### config.mk
export PLATFORM = sky130hd
export DESIGN_NAME = mol_merge
export DESIGN_NICKNAME = d
export VERILOG_FILES = /design/src/hw/rtl/mol_pkg.sv /design/src/hw/rtl/mol_merge.sv
export SDC_FILE = /design/constraint.sdc
export NUM_CORES = 1
export LEC_CHECK = 0
export BUFFER_PORTS_ARGS = -buffer_cell sky130_fd_sc_hd__buf_2
export CAP_MARGIN = 20
export CORE_AREA = 2 2 191 193
export DETAILED_ROUTE_END_ITERATION = 6
export DIE_AREA = 0 0 193 195
export SLEW_MARGIN = 20
export SYNTH_ARGS = -nofsm -noshare
export SYNTH_HDL_FRONTEND = slang
export SYNTH_SLANG_ARGS = --single-unit
### constraint.sdc
create_clock -name vclk -period 21.6
set_input_delay 3.24 -clock vclk [all_inputs]
set_output_delay 3.24 -clock vclk [all_outputs]
set_load 0.01 [all_outputs]
### src/hw/rtl/mol_pkg.sv
// Package for the multichannel overdub looper: sizes, register indexes, helpers.
// No dependencies.
package mol_pkg;
  localparam int DefChannels   = 4;
  localparam int DefBufDepth   = 65536;
  localparam int SampleBits    = 24;
  localparam int IoBits        = 24;
  localparam int TimeBits      = 48;
  localparam int LenBits       = 40;
  localparam int CfgAddrBits   = 5;

  localparam logic [2:0] REG_ACTIVE = 3'd0;
  localparam logic [2:0] REG_PLAY   = 3'd1;
  localparam logic [2:0] REG_SOLO   = 3'd2;
  localparam logic [2:0] REG_REC    = 3'd3;
  localparam logic [2:0] REG_BARS   = 3'd4;
  localparam logic [2:0] REG_RATE   = 3'd5;
  localparam logic [2:0] REG_TEMPO  = 3'd6;

  typedef struct packed {
    logic clr;
    logic rd;
    logic wr;
  } lane_cmd_t;
endpackage

### src/hw/rtl/mol_merge.sv
// Merging stage: sums lane playback onto the live sample and saturates.
// Depends on mol_pkg.
module mol_merge import mol_pkg::*; #(
  parameter int CHANNELS = DefChannels
) (
  input  logic [CHANNELS-1:0]                  on,
  input  logic [CHANNELS-1:0][SampleBits-1:0]  lane_l,
  input  logic [CHANNELS-1:0][SampleBits-1:0]  lane_r,
  input  logic signed [IoBits-1:0]             live_l,
  input  logic signed [IoBits-1:0]             live_r,
  output logic signed [IoBits-1:0]             out_l,
  output logic signed [IoBits-1:0]             out_r
);
  localparam int W = SampleBits + 6;
  localparam logic signed [W-1:0] SMax = W'((64'sd1 <<< (SampleBits-1)) - 1);
  localparam logic signed [W-1:0] SMin = -SMax - 1;
  logic signed [W-1:0] al, ar, cl, cr;

  always_comb begin
    al = W'(live_l); ar = W'(live_r);
    for (int c = 0; c < CHANNELS; c++) begin
      if (on[c]) begin
        al = al + W'($signed(lane_l[c]));
        ar = ar + W'($signed(lane_r[c]));
      end
    end
    cl = (al > SMax) ? SMax : (al < SMin) ? SMin : al;
    cr = (ar > SMax) ? SMax : (ar < SMin) ? SMin : ar;
    out_l = IoBits'(cl);
    out_r = IoBits'(cr);
  end
endmodule

==> results of run 1 <==
-- how the worst max path moves through the flow --
stage | to | slack, ns | cells past startpoint
floorplan | out_l[10] | 7.49 | 37
global placement | out_l[20] | 5.54 | 38
detailed placement | out_l[6] | 5.34 | 39
CTS | out_l[18] | 5.31 | 39
global route | out_l[0] | 4.16 | 38
finish | out_l[8] | 5.03 | 39
-- cell type report --
class	instances	area, um2
fillers	3747	19500
multi-input cells	1886	13400
repair buffers	302	1540
well taps	461	577
inverters	89	334
diodes	3	7.51
-- synth_stat cells (14+ instances only) --
cell type  count
o21bai_1      23
and2_1        16
a211o_1       14
a21o_1        73
clkbuf_1      59
a211oi_1      44
or3_1         14
o21ai_2       21
nand2_1      186
nand2b_1      33
a31oi_1       23
xnor2_1       99
nand3_1       48
nor2_1       153
o31ai_1       18
o211ai_1      27
mux2_2        63
o22ai_1       28
a21oi_1      253
o21ai_0      146
mux2i_1       38
nor2b_1       23
inv_1         88
o21a_1        34
nor3_1        27
xor2_1        67
ha_1         216
nand4_1       27
and3_1        19
-- metrics by stage --
stage	cell area (um2)	utilization	power (mW)	setup WS (ns)	hold WS (ns)
after floorplan	14100	-	1.04	7.49	6.76
after global placement	15900	0.449	1.37	5.54	6.97
after detailed placement	15900	0.449	1.38	5.34	6.98
after CTS	15900	0.449	1.38	5.31	6.99
after global routing	15900	0.449	1.55	4.16	7.05
final	15900	0.449	1.40	5.03	6.99
-- power breakdown --
part           leakage [nW]  internal [mW]  switching [mW]
combinational          7.31          0.580           0.819
sequential                0              0               0
clock             0.0000190   0.0000000187               0
-- cells in the final DEF, fill, tap and decap left out, drive strengths merged, types with 28 or more instances in the layout --
cell type	n
xnor2	99
nand2	186
nand3	48
ha	216
o21a	34
o22ai	28
nor2	153
inv	88
a21o	73
mux2i	38
nand2b	33
xor2	67
buf	302
a21oi	254
mux2	63
a211oi	44
o21ai	174
-- logic make-up after synthesis --
family                     synth area share
xor gates and xnor gates              0.105
muxes                                0.0774
buffers and inverters                0.0463
adders and majority gates             0.203
AOI/OAI and AO/OA                     0.374
and+or+nand+nor                       0.194
-- layer usage --
layer | track usage | vias to the layer above | routed length (um)
met3 | 0.0117 | 22 | 2600
li1 | - | 8191 | -
met4 | 0.0166 | 6 | 292
met5 | 0 | - | 34
met2 | 0.389 | 434 | 21300
met1 | 0.380 | 7451 | 25100
-- tightest hold or removal path: cells and delay by family --
family | cells | cell delay (ns)
AOI/OAI and AO/OA | 1 | 0.11
muxes | 1 | 0.06
adders and majority gates | 1 | 0.12
buffers and inverters | 2 | 0.23
==> flow_summary.toml, run 1 <==
[setup_path]
crit_slowest_cell = "xor3_1"
cp.arrival_ns = 13.33
crit_family = "compound AO/OA/AOI/OAI gates"
critPathCaptureType = "output pin"
crit_start = "lane_l[1]"
path_buf_inv = 3
cp.required_ns = 18.36
crit_fanout = 25
start_kind = "input port"
crit_type = "input port to output pin"
slowest_delay_ns = 0.91

[cts]
cts_setup_buffers = 0
postCtsHoldBufs = 0
cts_resized = 0

[layout]
drive_gt1_frac = 0.180
stdcell_count = 2741
syn_to_final_growth_pct = 12.8
fin_nets = 2747
nClkBuffers = 0
regArea_um2 = 0
seq_cell_count = 0

[pwr]
powerDensity_nw_per_um2 = 88.0
power.leakage_nw = 7.31
vdd_drop_max_uv = 67.5

[synthesis]
syn_avg_cell_area_um2 = 6.86
yosys.area.top_type = "ha_1"
ys_warn_count = 0
syn-num-nets = 2520
ys_top_cells_by_area = "ha_1, a21oi_1, xnor2_1"
synth.distinct_cells = 82
syn-cell-area_um2 = 14100
syn_inst = 2052
synth_top_area_frac = 0.192
seq_area_frac_synth = 0

[floorplanning]
rows = 69
die_x_um = 193
core_um2 = 35400
io_pins = 292
dieArea_um2 = 37600
die_h_um = 195
start_util = 0.398

[min_path]
whs_endpoint = "out_l[0]"
holdCritPathClass = "input port to output pin"
hold_depth = 5
hold_start = "lane_l[72]"

[timing]
min_period_ns = 16.57
fmax_mhz = 60.4
totalNegativeSetupSlack_ns = 0
rsz0062_at_grt = "no"
setup_viol = 0
tightestPinTransition_ns = 0.979
hold_viol = 0
slew_headroom = 0.343
fin_crit_sh = 0.767
drv_slew = 0

[place]
dp_hpwl_mm = 41.9
place_inst = 2738
place_congestion = 0.938
io_buffer_count = 292

[detailed_routing]
vias = 16100
wl_per_cell_um = 18.0
viasPerCell = 5.88
drc = 0
postRouteAntennaNets = 0
drtIter0Drc = 964
drtPass1Iterations = 5
routed_wirelength_mm = 49.3

[global_routing]
grt_use_total = 0.246
grt_overflow_total = 0
grt_pass1_vias = 14700
grt_max_degree = 53
grt_pass1_wl_mm = 75.9
antenna_found_initial = 6

[status]
status = "finished, final reports clean"

[run]
drv_cap = 0
No activity file was read; power rests on OpenSTA's default activity.
==> run 2: changes to the inputs <==
==> constraint.sdc (replaced) <==
create_clock -name vclk -period 14.6
set_input_delay 2.19 -clock vclk [all_inputs]
set_output_delay 2.19 -clock vclk [all_outputs]
set_load 0.01 [all_outputs]
==> run 2 against run 1 <==
  * Core utilization about the same
  * Setup slack worse by 4.2 ns
  * Combinational power up 49%
  * Global-route usage up 0.17 points
  * Power up 48%
  * Largest power group unchanged
  * Via count up 0.19%
  * Non-clock buffer count up 2
  * Routed wire length about the same
  * Sequential share of layout area unchanged
  * First-iteration DRC count up 4.3%
==> flow_summary.toml, run 2 (synthesis gave the netlist of run 1 again) <==
[timing]
slew_headroom = 0.308
rsz0062_at_grt = "no"
fmax_mhz = 72.4
setup_viol = 0
fin_crit_sh = 0.946
hold_viol = 0
drv_slew = 0
min_period_ns = 13.81
tightestPinTransition_ns = 1.03
totalNegativeSetupSlack_ns = 0

[global_routing]
grt_pass1_vias = 14900
grt_max_degree = 68
grt_overflow_total = 0
antenna_found_initial = 6
grt_pass1_wl_mm = 76.5
grt_use_total = 0.248

[setup_path]
cp.required_ns = 12.41
critPathCaptureType = "output pin"
cp_common_cell = "ha_1"
cp.arrival_ns = 11.62
crit_slowest_cell = "a21boi_2"
crit_family = "compound AO/OA/AOI/OAI gates"
crit_type = "input port to output pin"
start_kind = "input port"
crit_fanout = 23
path_buf_inv = 3
slowest_delay_ns = 0.80

[detailed_routing]
wl_per_cell_um = 18.0
top_layer_used = "met5"
drtPass1Iterations = 5
dr_wl_met3_mm = 2.87
wl_met1_mm = 24.9
drtIter0Drc = 1005
routed_wirelength_mm = 49.3
met2WireLength_mm = 20.6
postRouteAntennaNets = 0
vias = 16100
drc = 0
viasPerCell = 5.88

[cts]
postCtsHoldBufs = 0
cts_setup_buffers = 0
cts_resized = 0

[place]
place_congestion = 0.975
dp_hpwl_mm = 41.6
io_buffer_count = 292

[pwr]
power.leakage_nw = 7.32
p_switching_mw = 1.22
total_power_mw = 2.08
power_frac_comb = 1.000
pwr-share-clk = 0
seqPwrFrac = 0
powerDensity_nw_per_um2 = 131
switching_share = 0.586
vdd_drop_max_uv = 99.5
p_int_mw = 0.859

[layout]
fin_nets = 2749
num-fill-cells = 3696
regArea_um2 = 0
final_core_util = 0.449
seq_cell_count = 0
drive_gt1_frac = 0.180
final_common_cell = "buf_2"
layout_common_cells = "buf_2, a21oi_1, ha_1"
nClkBuffers = 0
syn_to_final_growth_pct = 12.9

[floorplanning]
core_um2 = 35400
rows = 69
dieArea_um2 = 37600
start_util = 0.398
die_h_um = 195
die_x_um = 193
io_pins = 292

[min_path]
whs_endpoint = "out_l[0]"
holdCritPathClass = "input port to output pin"
hold_start = "lane_l[72]"
hold_depth = 5

[run]
drv_cap = 0

[status]
status = "finished, final reports clean"
[run 2: cell types whose count changed in the layout (fill, tap and decap cells not counted), sizes merged]
cell	previous run	this run
buf	302	304
[run 2: stage by stage]
step	hold slack, ns	std cells	setup WS (ns)	instance area (um2)
floorplan	4.66	2052	2.59	14100
global placement	4.88	2740	1.01	15900
detailed placement	4.88	2740	0.938	15900
CTS	4.88	2740	0.897	15900
global route	4.92	2742	0.0275	15900
finish	4.89	2743	0.786	15900
[run 2: cell type report]
cell class / count / area (um2) / share of cell area
Timing Repair Buffer: 304 / 1550 / 0.0976
Inverter: 89 / 334 / 0.0210
Antenna cell: 3 / 7.51 / 0.000472
Tap cell: 461 / 577 / 0.0363
Multi-Input combinational cell: 1886 / 13400 / 0.845
[run 2: worst max path at each step]
| stage | start | to | slack, ns | cells after the start |
|---|---|---|---|---|
| finish | lane_l[1] | out_l[14] | 0.79 | 38 |
| floorplan | lane_l[1] | out_l[10] | 2.59 | 37 |
| CTS | live_r[0] | out_r[1] | 0.90 | 42 |
| detailed placement | live_r[0] | out_r[1] | 0.94 | 42 |
| global placement | live_r[0] | out_r[1] | 1.01 | 42 |
| global route | lane_l[1] | out_l[15] | 0.03 | 38 |
[run 2: power groups by stage]
stage	clock [mW]	sequential (mW)	combinational, mW
5_1_grt	0.0000000183	0	2.30
3_3_place_gp	0	0	2.03
4_1_cts	0	0	2.05
2_1_floorplan	0	0	1.54
3_5_place_dp	0	0	2.04
6_report	0.0000000275	0	2.08
[run 2: per-layer routing]
metal,vias to the layer above,track usage
li1,8208,-
met1,7415,0.377
met2,450,0.381
met3,56,0.0232
met4,6,0.0376
met5,-,0
