===== src/hw/rtl/mol_pkg.sv =====
// Package for the multichannel overdub looper: sizes, register indexes, helpers.
// No dependencies.
package mol_pkg;
  localparam int DefChannels   = 4;
  localparam int DefBufDepth   = 65536;
  localparam int SampleBits    = 24;
  localparam int IoBits        = 24;
  localparam int TimeBits      = 48;
  localparam int LenBits       = 40;
  localparam int CfgAddrBits   = 5;

  localparam logic [2:0] REG_ACTIVE = 3'd0;
  localparam logic [2:0] REG_PLAY   = 3'd1;
  localparam logic [2:0] REG_SOLO   = 3'd2;
  localparam logic [2:0] REG_REC    = 3'd3;
  localparam logic [2:0] REG_BARS   = 3'd4;
  localparam logic [2:0] REG_RATE   = 3'd5;
  localparam logic [2:0] REG_TEMPO  = 3'd6;

  typedef struct packed {
    logic clr;
    logic rd;
    logic wr;
  } lane_cmd_t;
endpackage


===== src/hw/rtl/mol_divu.sv =====
// Restoring divider, one quotient bit per cycle; returns quotient and remainder.
// Depends on mol_pkg.
module mol_divu import mol_pkg::*; #(
  parameter int NB = 48,
  parameter int DB = 40
) (
  input  logic          clk,
  input  logic          rst_n,
  input  logic          start,
  input  logic [NB-1:0] num,
  input  logic [DB-1:0] den,
  output logic          done,
  output logic [NB-1:0] quo,
  output logic [DB-1:0] rem
);
  localparam int CB = $clog2(NB + 1);
  logic [NB-1:0] q_r, q_nxt;
  logic [DB:0]   r_r, r_nxt;
  logic [DB-1:0] d_r;
  logic [CB-1:0] cnt_r, cnt_nxt;
  logic          busy_r, busy_nxt, done_r, done_nxt;
  logic [DB:0]   sh;

  always_comb begin
    q_nxt = q_r; r_nxt = r_r; cnt_nxt = cnt_r; busy_nxt = busy_r; done_nxt = 1'b0;
    sh = {r_r[DB-1:0], q_r[NB-1]};
    if (start) begin
      q_nxt = num; r_nxt = '0; cnt_nxt = CB'(NB); busy_nxt = 1'b1;
    end else if (busy_r) begin
      q_nxt = {q_r[NB-2:0], 1'b0};
      if (sh >= {1'b0, d_r}) begin
        r_nxt = sh - {1'b0, d_r}; q_nxt[0] = 1'b1;
      end else begin
        r_nxt = sh;
      end
      cnt_nxt = cnt_r - 1'b1;
      if (cnt_r == CB'(1)) begin
        busy_nxt = 1'b0; done_nxt = 1'b1;
      end
    end
  end

  always_ff @(posedge clk) begin
    if (!rst_n) begin
      busy_r <= 1'b0; done_r <= 1'b0; cnt_r <= '0;
    end else begin
      busy_r <= busy_nxt; done_r <= done_nxt; cnt_r <= cnt_nxt;
    end
    q_r <= q_nxt; r_r <= r_nxt;
    if (start) d_r <= den;
  end

  assign done = done_r;
  assign quo  = q_r;
  assign rem  = r_r[DB-1:0];
endmodule


===== config.mk =====
export PLATFORM = sky130hd
export DESIGN_NAME = mol_divu
export DESIGN_NICKNAME = d
export VERILOG_FILES = /design/src/hw/rtl/mol_pkg.sv /design/src/hw/rtl/mol_divu.sv
export SDC_FILE = /design/constraint.sdc
export NUM_CORES = 1
export LEC_CHECK = 0
export ABC_AREA = 1
export BUFFER_PORTS_ARGS = -buffer_cell sky130_fd_sc_hd__buf_2
export CAP_MARGIN = 20
export CORE_MARGIN = 2
export CORE_UTILIZATION = 50
export CTS_BUF_LIST = sky130_fd_sc_hd__clkbuf_4 sky130_fd_sc_hd__clkbuf_8
export CTS_CLUSTER_DIAMETER = 100
export DETAILED_ROUTE_END_ITERATION = 10
export PLACE_DENSITY = 0.77
export SYNTH_ARGS = -nofsm -noshare
export SYNTH_HDL_FRONTEND = slang
export SYNTH_SLANG_ARGS = --single-unit

===== constraint.sdc =====
create_clock -name clk -period 3.7 [get_ports clk]
set_input_delay 0.74 -clock clk [delete_from_list [all_inputs] [get_ports clk]]
set_output_delay 0.74 -clock clk [all_outputs]
set_load 0.005 [all_outputs]

==> results of run 1 <==
==> routing by layer <==
metal | vias up | track usage, % | wire length [um]
met4 | 0 | 7.62 | 425
met3 | 26 | 6.93 | 1920
met1 | 3711 | 33.5 | 10600
met2 | 271 | 46.3 | 11700
li1 | 4298 | - | -
met5 | - | 0 | 0
==> flip-flops by register name, summed over array words and instances, names as in the netlist <==
signal	cells
quo	48
d_r	40
r_r	40
cnt_r	6
busy_r	1
done	1
==> power breakdown <==
part / total [mW] / leakage [nW] / switching (mW) / internal (mW)
clock: 1.36 / 0.217 / 0.717 / 0.642
combinational: 0.464 / 4.23 / 0.286 / 0.179
sequential: 1.78 / 1.27 / 0.0515 / 1.73
total: 3.61 / 5.72 / 1.05 / 2.55
==> final cells by class <==
cell class                      count  area, um^2  share of cell area, %
Multi-Input combinational cell    886        4230                   40.8
Clock inverter                     15         200                   1.93
Sequential cell                   136        3600                   34.8
Tap cell                          225         282                   2.72
Timing Repair Buffer              188         978                   9.44
Inverter                          224         841                   8.11
Clock buffer                       17         234                   2.26
==> critical path: stages (launching register included) <==
cell and delay, ps:
edfxtp_1 380, inv_1 70, ha_1 280, nand2_2 160
inv_2 50, a21oi_2 200, a21boi_2 230, nand3_2 120
nand2_2 360, buf_4 400, nand3_1 120, nand2_1 80
clkinv_1 60, nand2_1 50, nand2_1 40
==> per-stage QoR <==
step           worst slack, ps  area, um^2  std cells  hold slack [ps]  power, mW
2_1_floorplan              719        8820       1275              457       2.07
3_5_place_dp              1050        9930       1659              475       2.28
5_1_grt                    702       10400       1691              414       3.76
3_3_place_gp              1100        9930       1659              472       2.27
6_report                   991       10400       1691              430       3.61
4_1_cts                   1030       10400       1691              418       3.63
==> layout by cell type (no fill, tap or decap), types with 2 or more instances in the layout <==
cell type  synthesis  routed
clkinv_8           0       2
bufinv_16          0       2
nor2_2             8       9
a211oi_1           2       2
nor2_4             2       2
inv_6              0       5
nand2_2            4       4
nand3_2            2       2
nand4_1            4       4
and2_1             2       2
o21bai_1           2       2
o21ai_1           19      19
edfxtp_1          88      88
clkbuf_8           0      17
nor2_1            70      69
or2_2              2       2
nand3b_1          20      20
a21o_1             2       2
a31oi_1            2       2
nand2_1          540     540
inv_8              0       5
ha_1              42      42
a21oi_1           27      27
buf_2              6     178
buf_4              2       9
o21ai_0            9       9
clkinv_1           7       7
inv_1            212     211
nand3_1           93      93
nor3_1             4       4
xnor2_1           22      22
inv_2              5       6
dfxtp_1           48      48
==> logic make-up (layout without fill, tap and decap cells) <==
| logic type | count (synthesis) | in the layout | share of synthesized area, % |
|---|---|---|---|
| adders and majority gates | 43 | 43 | 6.18 |
| DFF | 136 | 136 | 40.8 |
| buffers and inverters | 253 | 444 | 11.3 |
| AOI/OAI and AO/OA | 67 | 67 | 4.17 |
| and+or+nand+nor | 753 | 753 | 35.3 |
| xor gates and xnor gates | 23 | 23 | 2.28 |
==> worst max path at each step <==
stage               slack [ps]  cells past startpoint      end     from
finish                     990                     14  r_r[34]  d_r[23]
global route               700                     13  r_r[36]  d_r[17]
CTS                       1030                     17  r_r[34]   d_r[7]
detailed placement        1050                     17  r_r[34]   d_r[7]
global placement          1100                     17  r_r[35]   d_r[7]
floorplan                  720                      3   quo[0]    start
==> flow_summary_export.csv, run 1 <==
group,metric,value,unit
layout,fillers,1712,
global_route,grt_pass1_vias,7950,
drt,ant_nets,0,
floorplan,die_h,137,um
sta,finalSetupTns,0,ps
floorplan,core,17300,um^2
global_route,grt_pass1_wl,38.9,mm
clock_tree,max-clock-path-buffers,2,
power,p_leak,5.72,nW
floorplan,start_util,51.0,%
layout,area_growth,17.5,%
sta,setup_violations,0,
sta,skew,22.8,ps
flow_run,max-cap-violations,0,
worst_hold_path,holdCritStartpoint,"den[29]",
logic_synthesis,ys_top_cells_by_count,"540 x nand2_1, 212 x inv_1, 93 x nand3_1",
logic_synthesis,yosysMostFrequentCell,"nand2_1",
logic_synthesis,dominantRegCellSynth,"edfxtp_1",
drt,wl_per_cell,14.5,um
critical_path,timing.rr.start,"d_r[23]",
logic_synthesis,synth_cell_types,39,
sta,fin_crit,2710,ps
logic_synthesis,yosys_register_bits,136,
critical_path,cp_max_fo,23,
clock_tree,cts_tree,"done",
sta,timing.fmax,0.369,GHz
floorplan,die_w,137,um
drt,via_per_inst,4.91,
drt,vias,8306,
logic_synthesis,synthArstFlopShare,0,%
critical_path,cp.arrival,3070,ps
critical_path,start_kind,"register",
logic_synthesis,synthTopCellsByArea,"edfxtp_1 30%, nand2_1 23%, dfxtp_1 11%, inv_1 9.0%, ha_1 6.0%",
logic_synthesis,syn-cell-area,8820,um^2
layout,nets,1587,
global_route,grt_overflow,0,
critical_path,rr_endpoint,"r_r[34]",
placed_design,place.gp.congestion,0.952,
clock_tree,clkLatencyLatePin,480,ps
placed_design,port-buffer-count,179,
sta,slew_violations,0,
critical_path,critPathKind,"reg2reg",
logic_synthesis,yosysSeqAreaShare,40.8,%
floorplan,die_area,18700,um^2
clock_tree,cts_buffers,17,
floorplan,io_pins,180,
power,peakVddDrop,0.319,mV
floorplan,rows,48,
sta,rsz0062_at_grt,"false",
global_route,grt_max_degree,50,
global_route,antenna_found_initial,0,
clock_tree,cts_sinks,136,
worst_hold_path,min_to,"d_r[29]",
logic_synthesis,ys_warn_count,0,
logic_synthesis,synth-edff-count,88,
layout,final_util,59.9,%
global_route,grtUsageTotal,27.0,%
logic_synthesis,netlist_instances,1275,
critical_path,r2r_cells,14,
sta,finalHoldViolCount,0,
worst_hold_path,hold_class,"in2reg",
power,power_density,348,nW/um^2
clock_tree,postCtsSetupBuffers,0,
placed_design,place_hpwl,19.2,mm
worst_hold_path,holdPathStages,1,
critical_path,end_kind,"register",
clock_tree,clockRootBuffer,"clkbuf_8",
logic_synthesis,yosysTopAreaCell,"edfxtp_1",
critical_path,r2r_slack,990,ps
clock_tree,path_clk_slew,100,ps
sta,relSlewSlack,45.5,%
clock_tree,h-tree-depth,4,
logic_synthesis,syn_nets,1409,
drt,first_iter_violations,457,
status,status,"complete, no violations",
sta,worst_pin_slew,813,ps
logic_synthesis,syn_area_per_cell,6.92,um^2
drt,drc,0,
layout,drive_above_1_share,16.9,%
clock_tree,cts_resized,0,
critical_path,cp.required,4060,ps
sta,finalCritPeriodShare,73.2,%
logic_synthesis,synth_top_area_share,29.9,%
drt,wl,24.6,mm
layout,insertedDiodeCount,0,
clock_tree,cts_hold_repair.buffers,0,
drt,drt_first_pass_iters,5,
No activity file was read; power rests on OpenSTA's default activity.
==> inputs of run 2 (changes only) <==
--- a/config.mk
+++ b/config.mk
@@ -13,7 +13,7 @@
 export CTS_BUF_LIST = sky130_fd_sc_hd__clkbuf_4 sky130_fd_sc_hd__clkbuf_8
 export CTS_CLUSTER_DIAMETER = 100
 export DETAILED_ROUTE_END_ITERATION = 10
-export PLACE_DENSITY = 0.77
+export PLACE_DENSITY = 0.8
 export SYNTH_ARGS = -nofsm -noshare
 export SYNTH_HDL_FRONTEND = slang
 export SYNTH_SLANG_ARGS = --single-unit
==> constraint.sdc (replaced) <==
create_clock -name clk -period 2.25 [get_ports clk]
set_input_delay 0.45 -clock clk [delete_from_list [all_inputs] [get_ports clk]]
set_output_delay 0.45 -clock clk [all_outputs]
set_load 0.005 [all_outputs]
==> flow_summary_export.csv, run 2 (same netlist as run 1, synthesis figures left out) <==
group,metric,value,unit
power,power_density,516,nW/um^2
status,status,"complete, no violations",
clock_tree,cts_tree,"done",
sta,finalHoldViolCount,0,
drt,drt_first_pass_iters,5,
clock_tree,cts_sinks,136,
drt,wl_per_cell,15.8,um
critical_path,cpPeakStageDelay,340,ps
sta,worst_pin_slew,504,ps
drt,wl,27.5,mm
global_route,antenna_found_initial,0,
flow_run,max-cap-violations,0,
layout,layout_common_cells,"510 x nand2_1, 209 x inv_1, 178 x buf_2",
critical_path,slowest_stage,"edfxtp_1",
clock_tree,max-clock-path-buffers,2,
floorplan,start_util,51.0,%
critical_path,crit_path_cell_trace,"inv_1 > ha_4 > nand2_2 > nor2_2 > nand2_1 > nor2_2 > nand3_2 > nand2_2 > nor2_4 > buf_4 > nand2_8 > clkbuf_16 > nand2_1 > nand3_1 > nand2_1",
placed_design,dp.cells,1684,
global_route,grt_overflow,0,
floorplan,die_area,18700,um^2
sta,timing.fmax,0.458,GHz
floorplan,die_h,137,um
clock_tree,clockRootBuffer,"clkbuf_8",
critical_path,cp.arrival,2560,ps
sta,slew_violations,0,
layout,layoutNonFillerInstCount,1736,
layout,nets,1632,
sta,fin_crit,2180,ps
placed_design,port-buffer-count,179,
sta,skew,24.8,ps
drt,via_per_inst,5.08,
drt,first_iter_violations,651,
placed_design,place.gp.congestion,0.986,
global_route,use_met3,6.44,%
sta,holdWs,130,ps
critical_path,cp_num_buf_inv,3,
layout,final_common_cell,"nand2_1",
layout,insertedDiodeCount,0,
global_route,grt_max_degree,48,
floorplan,core,17300,um^2
critical_path,start_kind,"register",
global_route,top_usage_layer,"met2",
floorplan,rows,48,
power,peakVddDrop,0.433,mV
clock_tree,clkLatencyLatePin,490,ps
global_route,grtUsageMet2,47.8,%
layout,largest_reg_flops,48,
floorplan,die_w,137,um
sta,rsz0062_at_grt,"true",
worst_hold_path,hold_class,"in2reg",
critical_path,end_kind,"register",
clock_tree,cts_buffers,17,
clock_tree,path_clk_slew,120,ps
global_route,grt_pass1_wl,40.0,mm
critical_path,crit_top_cell,"nand2_1",
critical_path,r2r_slack,70,ps
power,p_leak,6.06,nW
layout,final_util,66.9,%
sta,setup_violations,0,
placed_design,place_hpwl,19.8,mm
critical_path,timing.critical_path.max_delay_family,"simple AND/OR/NAND/NOR gates",
sta,finalCritPeriodShare,97.1,%
power,power,5.98,mW
critical_path,cp.required,2630,ps
worst_hold_path,holdCritStartpoint,"den[30]",
critical_path,timing.rr.start,"d_r[30]",
critical_path,critPathKind,"reg2reg",
global_route,met1_usage,34.5,%
critical_path,cp-startpoint,"d_r[30]",
global_route,grtUsageTotal,27.8,%
drt,vias,8813,
layout,drive_above_1_share,25.8,%
critical_path,cp_max_fo,6,
layout,area_growth,31.1,%
clock_tree,h-tree-depth,4,
layout,fillers,1471,
drt,ant_nets,0,
drt,drc,0,
global_route,grt_pass1_vias,8127,
sta,relSlewSlack,66.4,%
floorplan,io_pins,180,
[run 2: repair_timing]
action                                  in CTS  in global routing
gates cloned                                 0                  7
setup buffers                                0                 13
pin swaps                                    0                 16
endpoints found under the setup margin       9                 41
hold buffers                                 0                  0
gates resized for setup                      4                130
hold endpoints to repair                     0                  0
[run 2: final timing paths]
kind,endpoint,cells past startpoint
min,d_r[30],1
min reg2reg,cnt_r[0],2
max reg2reg,r_r[21],15
max,r_r[21],15
[run 2: metal layers]
layer	vias to the layer above	share of wire, %
met2	335	48
met4	0	2.4
li1	4391	-
met1	4041	42
met5	-	0
met3	46	7.5
[run 2: layout make-up]
cell class | count | area [um^2] | share of cell area, %
Sequential cell | 136 | 3600 | 31.2
Tap cell | 225 | 282 | 2.43
Clock buffer | 17 | 234 | 2.02
Inverter | 224 | 841 | 7.27
Multi-Input combinational cell | 886 | 4900 | 42.3
Clock inverter | 15 | 176 | 1.52
Timing Repair Buffer | 233 | 1530 | 13.3
[run 2: report_power, final]
group	switching (mW)	internal (mW)	total, mW
combinational	0.528	0.380	0.908
sequential	0.0888	2.85	2.94
clock	1.28	0.854	2.13
total	1.90	4.08	5.98
[run 2: through the flow]
stage / setup TNS (ps) / setup WS (ps) / area (um^2)
after floorplan: 0 / 322 / 8830
after global placement: 0 / 24.9 / 10200
after detailed placement: -107 / -69.3 / 10200
after CTS: -61.6 / -19.0 / 10600
after global routing: -562 / -37.8 / 11600
final: 0 / 65.0 / 11600
==> inputs of run 3 (changes only) <==
--- a/config.mk
+++ b/config.mk
@@ -5,7 +5,6 @@
 export SDC_FILE = /design/constraint.sdc
 export NUM_CORES = 1
 export LEC_CHECK = 0
-export ABC_AREA = 1
 export BUFFER_PORTS_ARGS = -buffer_cell sky130_fd_sc_hd__buf_2
 export CAP_MARGIN = 20
 export CORE_MARGIN = 2
@@ -13,7 +12,7 @@
 export CTS_BUF_LIST = sky130_fd_sc_hd__clkbuf_4 sky130_fd_sc_hd__clkbuf_8
 export CTS_CLUSTER_DIAMETER = 100
 export DETAILED_ROUTE_END_ITERATION = 10
-export PLACE_DENSITY = 0.8
+export PLACE_DENSITY = 0.81
 export SYNTH_ARGS = -nofsm -noshare
 export SYNTH_HDL_FRONTEND = slang
 export SYNTH_SLANG_ARGS = --single-unit
==> flow_summary_export.csv, run 3 <==
group,metric,value,unit
global_route,antenna_found_initial,1,
logic_synthesis,synth-edff-count,88,
logic_synthesis,synth_cell_types,58,
layout,nets,1260,
critical_path,cp.required,2630,ps
critical_path,crit_top_cell,"inv_2",
power,peakVddDrop,0.583,mV
floorplan,core,15100,um^2
clock_tree,cts_buffers,17,
sta,slew_violations,0,
power,pwr-share-comb,33.5,%
logic_synthesis,ys_top_cells_by_count,"98 x nand2_1, 88 x edfxtp_1, 64 x nor2_1",
clock_tree,path_clk_slew,90,ps
sta,skew,19.5,ps
critical_path,timing.critical_path.max_delay_family,"compound AO/OA/AOI/OAI gates",
layout,final_common_cell,"buf_4",
critical_path,critPathKind,"reg2reg",
floorplan,die_area,16300,um^2
sta,relSlewSlack,71.1,%
clock_tree,cts_tree,"done",
sta,worst_pin_slew,429,ps
sta,finalHoldViolCount,0,
layout,largest_reg_flops,48,
drt,wl_per_cell,17.3,um
sta,rsz0062_at_grt,"true",
placed_design,place_hpwl,16.3,mm
sta,finalSetupTns,-32050,ps
layout,fillers,1026,
power,p_switching,2.43,mW
power,power_density,695,nW/um^2
drt,drc,0,
sta,fin_crit,3120,ps
logic_synthesis,yosysSeqAreaShare,47.1,%
placed_design,place.gp.congestion,0.937,
clock_tree,clkLatencyLatePin,460,ps
global_route,grtUsageTotal,27.9,%
status,failed_checks,"setup timing",
global_route,grt_pass1_vias,7339,
global_route,grt_pass1_wl,35.7,mm
global_route,grt_max_degree,76,
logic_synthesis,yosysTopAreaCell,"edfxtp_1",
layout,final_util,73.5,%
floorplan,io_pins,180,
clock_tree,clockRootBuffer,"clkbuf_8",
drt,vias,7355,
layout,drive_above_1_share,46.7,%
critical_path,start_kind,"register",
logic_synthesis,synth_top_area_share,34.5,%
critical_path,cpPeakStageDelay,420,ps
power,p_int,5.28,mW
clock_tree,h-tree-depth,4,
floorplan,rows,45,
logic_synthesis,yosysMostFrequentCell,"nand2_1",
sta,timing.fmax,0.320,GHz
floorplan,die_w,128,um
worst_hold_path,hold_class,"in2reg",
power,seq_power_share,39.6,%
drt,first_iter_violations,534,
logic_synthesis,syn-cell-area,7650,um^2
sta,worst_slack,-874,ps
logic_synthesis,syn_area_per_cell,9.95,um^2
power,switching_share,31.5,%
layout,layoutNonFillerInstCount,1327,
critical_path,end_kind,"register",
critical_path,cp_max_fo,3,
power,p_leak,4.97,nW
drt,ant_nets,0,
sta,setup_violations,41,
drt,wl,22.9,mm
power,clkPwrFrac,26.9,%
layout,area_growth,44.9,%
drt,via_per_inst,5.54,
critical_path,cp.arrival,3500,ps
logic_synthesis,netlist_instances,769,
layout,insertedDiodeCount,0,
logic_synthesis,synthTopCellsByArea,"edfxtp_1 35%, dfxtp_1 13%, mux2_2 7.2%, ha_1 6.9%, nand2_1 4.8%",
clock_tree,cts_sinks,136,
logic_synthesis,synthArstFlopShare,0,%
clock_tree,max-clock-path-buffers,2,
floorplan,die_h,128,um
logic_synthesis,dominantRegCellSynth,"edfxtp_1",
sta,finalCritPeriodShare,139,%
critical_path,cp_num_buf_inv,2,
drt,drt_first_pass_iters,5,
floorplan,start_util,50.7,%
logic_synthesis,syn_nets,903,
critical_path,slowest_stage,"edfxtp_1",
logic_synthesis,yosys_register_bits,136,
global_route,grt_overflow,0,
layout,layout_common_cells,"180 x buf_4, 178 x buf_2, 88 x nand2_1, 88 x edfxtp_1, 64 x nor2_1",
flow_run,max-cap-violations,0,
placed_design,dp.cells,1274,
logic_synthesis,ys_warn_count,0,
critical_path,crit_path_cell_trace,"inv_2 > ha_4 > nand3b_1 > a21bo_1 > o41a_1 > o2111ai_2 > o21ai_2 > o31ai_4 > a31oi_2 > o21ai_4 > inv_2 > or3b_1 > a311oi_1",
status,status,"complete, but fails checks",
placed_design,port-buffer-count,179,
## run 3: cell count changes after synthesis, sizes merged, moves of 16 or more
| cell | before | now |
|---|---|---|
| a21oi | 28 | 54 |
| a311oi | 0 | 26 |
| inv | 217 | 56 |
| mux2 | 0 | 49 |
| nand2 | 545 | 98 |
| nand3 | 95 | 9 |
| nand3b | 20 | 2 |
| nor2 | 80 | 64 |
## run 3: layout make-up
class                   instances  area (um^2)  area share (%)
multi-input cells             540         4120            37.1
flip-flops and latches        136         3610            32.5
well taps                     188          235            2.12
repair buffers                374         2510            22.6
clock inverters                12          144            1.30
clock buffers                  20          263            2.37
inverters                      57          214            1.93
## run 3: logic make-up (layout without fill, tap and decap cells)
family / Yosys count / count (layout) / synth area share (%)
AO/OA/AOI/OAI: 186 / 186 / 16.4
XOR/XNOR: 37 / 37 / 4.23
adder cells (fa/ha/maj): 43 / 43 / 7.13
buffers and inverters: 93 / 463 / 4.76
flip-flops: 136 / 136 / 47.1
multiplexers: 53 / 53 / 7.73
AND/OR/NAND/NOR: 221 / 221 / 12.7
## run 3: power groups by stage
stage	clock network (mW)	logic, mW	registers (mW)
detailed placement	0	2.27	3.09
finish	2.07	2.58	3.05
global route	2.22	2.80	3.07
global placement	0	2.22	3.09
CTS	2.12	2.44	3.05
floorplan	0	1.18	3.11
## run 3: repair_timing
item                       in CTS  in global routing
gates resized for setup        48                 30
pin swaps                      21                 13
buffers inserted               10                 11
cloned                          1                  0
setup endpoints to repair      41                 41
hold buffers                    0                  0
## run 3: final timing paths
path                            cells past startpoint  endpoint  slack (ps)  startpoint
worst max-delay path                               13    r_r[6]        -870      d_r[1]
worst max register to register                     13    r_r[6]        -870      d_r[1]
worst min register to register                      2  cnt_r[1]         510    cnt_r[1]
worst min-delay path                                1   d_r[11]         160     den[11]
## run 3: stage by stage
| stage | setup WS, ps | instance area, um^2 | hold slack (ps) | total power, mW |
|---|---|---|---|---|
| 2_1_floorplan | -583 | 7800 | 469 | 4.29 |
| 3_3_place_gp | -661 | 10200 | 483 | 5.31 |
| 3_5_place_dp | -807 | 10200 | 497 | 5.37 |
| 4_1_cts | -756 | 10900 | 131 | 7.60 |
| 5_1_grt | -1060 | 11100 | 139 | 8.09 |
| 6_report | -874 | 11100 | 162 | 7.71 |
## run 3: per-layer routing
layer | wire, um | track usage [%]
met5 | 0 | 0
met4 | 719 | 12.5
met3 | 1510 | 7.72
met2 | 11400 | 48.4
met1 | 9250 | 32.1
